--- src/hdl/osel_pkg.sv ---
`default_nettype none

package osel_pkg;

    localparam int VALUE_W  = 32;
    localparam int RANK_W   = 6;
    localparam int STATUS_W = 2;

    localparam logic [STATUS_W-1:0] STATUS_OK       = 2'd0;
    localparam logic [STATUS_W-1:0] STATUS_BAD_RANK = 2'd1;
    localparam logic [STATUS_W-1:0] STATUS_DROPPED  = 2'd2;

    typedef enum logic
    {
        ST_IDLE,
        ST_SELECT
    } osel_state_t;

    // Control broadcast to every cell of the row.
    typedef struct packed
    {
        logic insert;   // place the new word into sorted position
        logic shift;    // move every word one cell toward cell 0
        logic clear;    // drop all words
    } osel_ctrl_t;

endpackage

`default_nettype wire

--- src/hdl/osel_cell.sv ---
`default_nettype none

module osel_cell
    import osel_pkg::*;
(
    input  wire                       clk,
    input  wire                       rst_n,
    input  wire osel_ctrl_t           ctrl,
    input  wire logic signed [VALUE_W-1:0] new_value,
    input  wire logic signed [VALUE_W-1:0] left_value,
    input  wire                       left_valid,
    input  wire                       left_gt,
    input  wire logic signed [VALUE_W-1:0] right_value,
    input  wire                       right_valid,
    output logic signed [VALUE_W-1:0] value,
    output logic                      valid,
    output logic                      gt
);

    logic signed [VALUE_W-1:0] value_reg;
    logic signed [VALUE_W-1:0] value_next;
    logic                      valid_reg;
    logic                      valid_next;

    // New word belongs at or before this cell.
    assign gt = !valid_reg || (new_value < value_reg);

    always_comb
    begin
        value_next = value_reg;
        valid_next = valid_reg;
        if (ctrl.clear)
        begin
            valid_next = 1'b0;
        end
        else if (ctrl.shift)
        begin
            value_next = right_value;
            valid_next = right_valid;
        end
        else if (ctrl.insert && gt)
        begin
            if (left_gt)
            begin
                // Make room: take the left neighbor's word.
                value_next = left_value;
                valid_next = left_valid;
            end
            else
            begin
                value_next = new_value;
                valid_next = 1'b1;
            end
        end
    end

    always_ff @(posedge clk or negedge rst_n)
    begin
        if (!rst_n)
        begin
            valid_reg <= 1'b0;
        end
        else
        begin
            valid_reg <= valid_next;
        end
    end

    always_ff @(posedge clk)
    begin
        value_reg <= value_next;
    end

    assign value = value_reg;
    assign valid = valid_reg;

endmodule

`default_nettype wire

--- config.mk ---
export PLATFORM = sky130hd
export DESIGN_NAME = osel_cell
export DESIGN_NICKNAME = d
export VERILOG_FILES = /design/src/hdl/osel_pkg.sv /design/src/hdl/osel_cell.sv
export SDC_FILE = /design/constraint.sdc
export NUM_CORES = 1
export LEC_CHECK = 0
export BUFFER_PORTS_ARGS = -buffer_cell sky130_fd_sc_hd__buf_2
export CAP_MARGIN = 0
export CORE_MARGIN = 3
export CORE_UTILIZATION = 45
export CTS_CLUSTER_DIAMETER = 30
export CTS_CLUSTER_SIZE = 40
export DETAILED_ROUTE_END_ITERATION = 10
export PLACE_DENSITY = 0.92
export SLEW_MARGIN = 20
export SYNTH_ARGS = -nofsm -noshare
export SYNTH_HDL_FRONTEND = slang
export SYNTH_SLANG_ARGS = --single-unit
--- constraint.sdc ---
create_clock -name clk -period 6.6 [get_ports clk]
set_clock_uncertainty 0.1 [all_clocks]
set_input_delay 0.33 -clock clk [delete_from_list [all_inputs] [get_ports clk]]
set_output_delay 0.33 -clock clk [all_outputs]
set_load 0.1 [all_outputs]
==> results.yml <==
clock_tree:
  numCtsBuffers: 5
  root_buffer: "clkbuf_8"
  clk_pin_slew_ns: 0.07
  cts_hold_buf: 1
  cts_tree: "done"
  clockBufferDepth: 2
  cts_setup_buffers: 0
  cts-htree-levels: 2
  clock_latency_ns: 0.28
  cts_resized: 0
  clkSinkCount: 33
timing:
  rsz0062_at_grt: "no"
  max_slew_margin: 0.318
  finalSetupTns_ns: 0
  worstMarginPinSlew_ns: 1.02
  finalHoldViolCount: 0
  max_freq_ghz: 0.291
  fin_crit_sh: 0.521
  drv_slew: 0
  min_period_ns: 3.44
  finalSetupViolCount: 0
detailed_routing:
  drc: 0
  vias: 2410
  initialDrtViolationCount: 100
  vias_per_cell: 5.15
  wl_um: 6720
  final_antenna_net_count: 0
  wire_per_inst_um: 14.4
  firstDrtPassIters: 4
floorplanning:
  dieWidth_um: 80.5
  num_rows: 26
  die_h_um: 80.5
  initial_core_util: 0.477
  dieArea_um2: 6490
  ios: 138
  core-area_um2: 5240
power:
  p_per_area_nw_per_um2: 204
  irDropWorstVdd_mv: 0.107
  power_leakage_nw: 1.73
grt:
  globalRouteMet3Util: 0.0527
  overflow: 0
  antenna_found_initial: 0
  grt_pass1_wl_um: 10500
  gr-max-usage-layer: "met2"
  grt_max_degree: 69
  first_global_vias: 2359
  grt_util_met2: 0.380
  gr-usage-met1: 0.239
  grt_usage: 0.208
yosys:
  ys_seq_area_frac: 0.394
  synth_top_family_by_area: "adder cells"
  syn_inst: 263
  synth_cell_types: 34
  synthAdderAreaFrac: 0.155
  synth_area_per_cell_um2: 9.51
  synth_mux_area_frac: 0.128
  synth-seq-cells: 33
  synth_xor_area_frac: 0
  synth_warnings: 0
  synth-compound-area-share: 0.141
  yosys.area_share.simple: 0.117
  syn_area_um2: 2500
  synth_nets: 398
placement:
  place_congestion: 0.788
  dp_cells: 459
  portBuffers: 137
  place_hpwl_um: 5320
  placed_cell_area_um2: 3230
final_layout:
  largest_reg_flops: 32
  num_antenna_cells: 0
  fin_nets: 532
  final_layout_size_suffix_gt1_frac: 0.364
  design_area_um2: 3330
  syn_to_final_growth_pct: 33.3
  finalNonFillerCells: 468
setup_path:
  worstPathMaxFanout: 7
  required_ns: 6.17
  worstPathArrival_ns: 3.01
  end_kind: "output port"
  cp-start-kind: "flop"
  rr_worst_depth: 8
  critical_path_class: "reg2out"
run:
  drv_cap: 0
run_status:
  status: "finished clean"
hold_path:
  hp-class: "in2reg"
  worstHoldPathCells: 3
## power breakdown
group | total [mW] | leakage (nW) | switching, mW | internal, mW
logic | 0.263 | 1.37 | 0.191 | 0.0725
clock network | 0.159 | 0.0455 | 0.0736 | 0.0851
registers | 0.260 | 0.322 | 0.00796 | 0.252
total | 0.681 | 1.73 | 0.272 | 0.409
## synthesized netlist by cell type
library cell,instances,share of area
clkbuf_1,8,0.012
a221oi_1,2,0.0070
and2_1,1,0.0025
nor2_1,3,0.0045
edfxtp_1,32,0.38
nand3_1,4,0.0080
a2111oi_0,1,0.0035
a41oi_1,1,0.0035
nand4_1,4,0.010
nor2b_1,1,0.0025
o21bai_1,2,0.0060
dfrtp_1,1,0.010
a31oi_1,1,0.0025
a21oi_1,11,0.022
inv_1,32,0.048
o21ai_0,36,0.072
ha_1,31,0.16
o22a_1,1,0.0035
and4_1,1,0.0035
o311ai_0,1,0.0035
a211o_1,1,0.0035
a21o_1,2,0.0060
nand2_1,39,0.059
nand2b_1,2,0.0050
or4b_2,1,0.0040
and3_1,2,0.0050
or4b_1,1,0.0040
mux2i_1,32,0.13
buf_1,3,0.0045
o2111ai_1,1,0.0035
nor4_1,1,0.0025
a221o_1,1,0.0040
nor3_1,2,0.0040
or4_1,1,0.0030
## worst max-delay path, stage by stage (launching register included)
cell	delay (ns)
edfxtp_1	0.36
inv_1	0.05
ha_1	0.38
nand4_1	0.20
nor2_1	0.07
a221o_1	0.29
a211o_1	0.28
o311ai_0	0.45
and2_1	0.20
buf_2	0.43
## through the flow
stage / setup WS (ns) / utilization / hold WS (ns) / power [mW]
2_1_floorplan: 2.85 / - / -0.0656 / 0.456
3_3_place_gp: 3.54 / 0.617 / 0.00551 / 0.517
5_1_grt: 2.95 / 0.636 / 0.221 / 0.716
6_report: 3.16 / 0.636 / 0.213 / 0.681
3_5_place_dp: 3.41 / 0.617 / 0.00539 / 0.527
4_1_cts: 3.13 / 0.636 / 0.205 / 0.685
## layout make-up
| cell class | count | area [um^2] |
|---|---|---|
| multi-input combinational | 187 | 1350 |
| clock buffer | 8 | 90.1 |
| sequential | 33 | 986 |
| timing repair buffer | 138 | 696 |
| inverter | 32 | 120 |
| tap | 70 | 87.6 |
| fill | 434 | 1900 |
## cell usage in the layout, fill, tap and decap left out, drive strengths merged, types with 2 or more instances in the layout
cell	n
buf	137
nand2	39
o21ai	36
inv	32
mux2i	32
edfxtp	32
ha	31
a21oi	11
clkbuf	8
nand4	4
nand3	4
nor2	3
nor3	2
a21o	2
a221oi	2
nand2b	2
o21bai	2
and3	2
or4b	2
## metal layers
layer / wire (um) / vias up / share of wire
met5: 0 / - / 0
met3: 472 / 8 / 0.070
met1: 2730 / 1086 / 0.41
li1: - / 1216 / -
met4: 66 / 0 / 0.0098
met2: 3460 / 100 / 0.51
## path summary, 6_finish.rpt
path                                 from        end  slack, ns
worst max-delay path            value[31]         gt       3.16
worst min-delay path              ctrl[0]      valid       0.21
worst max register to register  value[31]  value[10]       3.52
worst min register to register      valid      valid       0.66
max in group asynchronous           rst_n      valid       6.05
min in group asynchronous           rst_n      valid       0.27
## kinds of logic (layout without fill, tap and decap cells)
logic type | Yosys count | after routing
AOI/OAI and AO/OA | 61 | 61
adders and majority gates | 31 | 31
buffers and inverters | 43 | 178
DFF | 33 | 33
muxes | 32 | 32
and+or+nand+nor | 63 | 63
No activity file was read; power rests on OpenSTA's default activity.
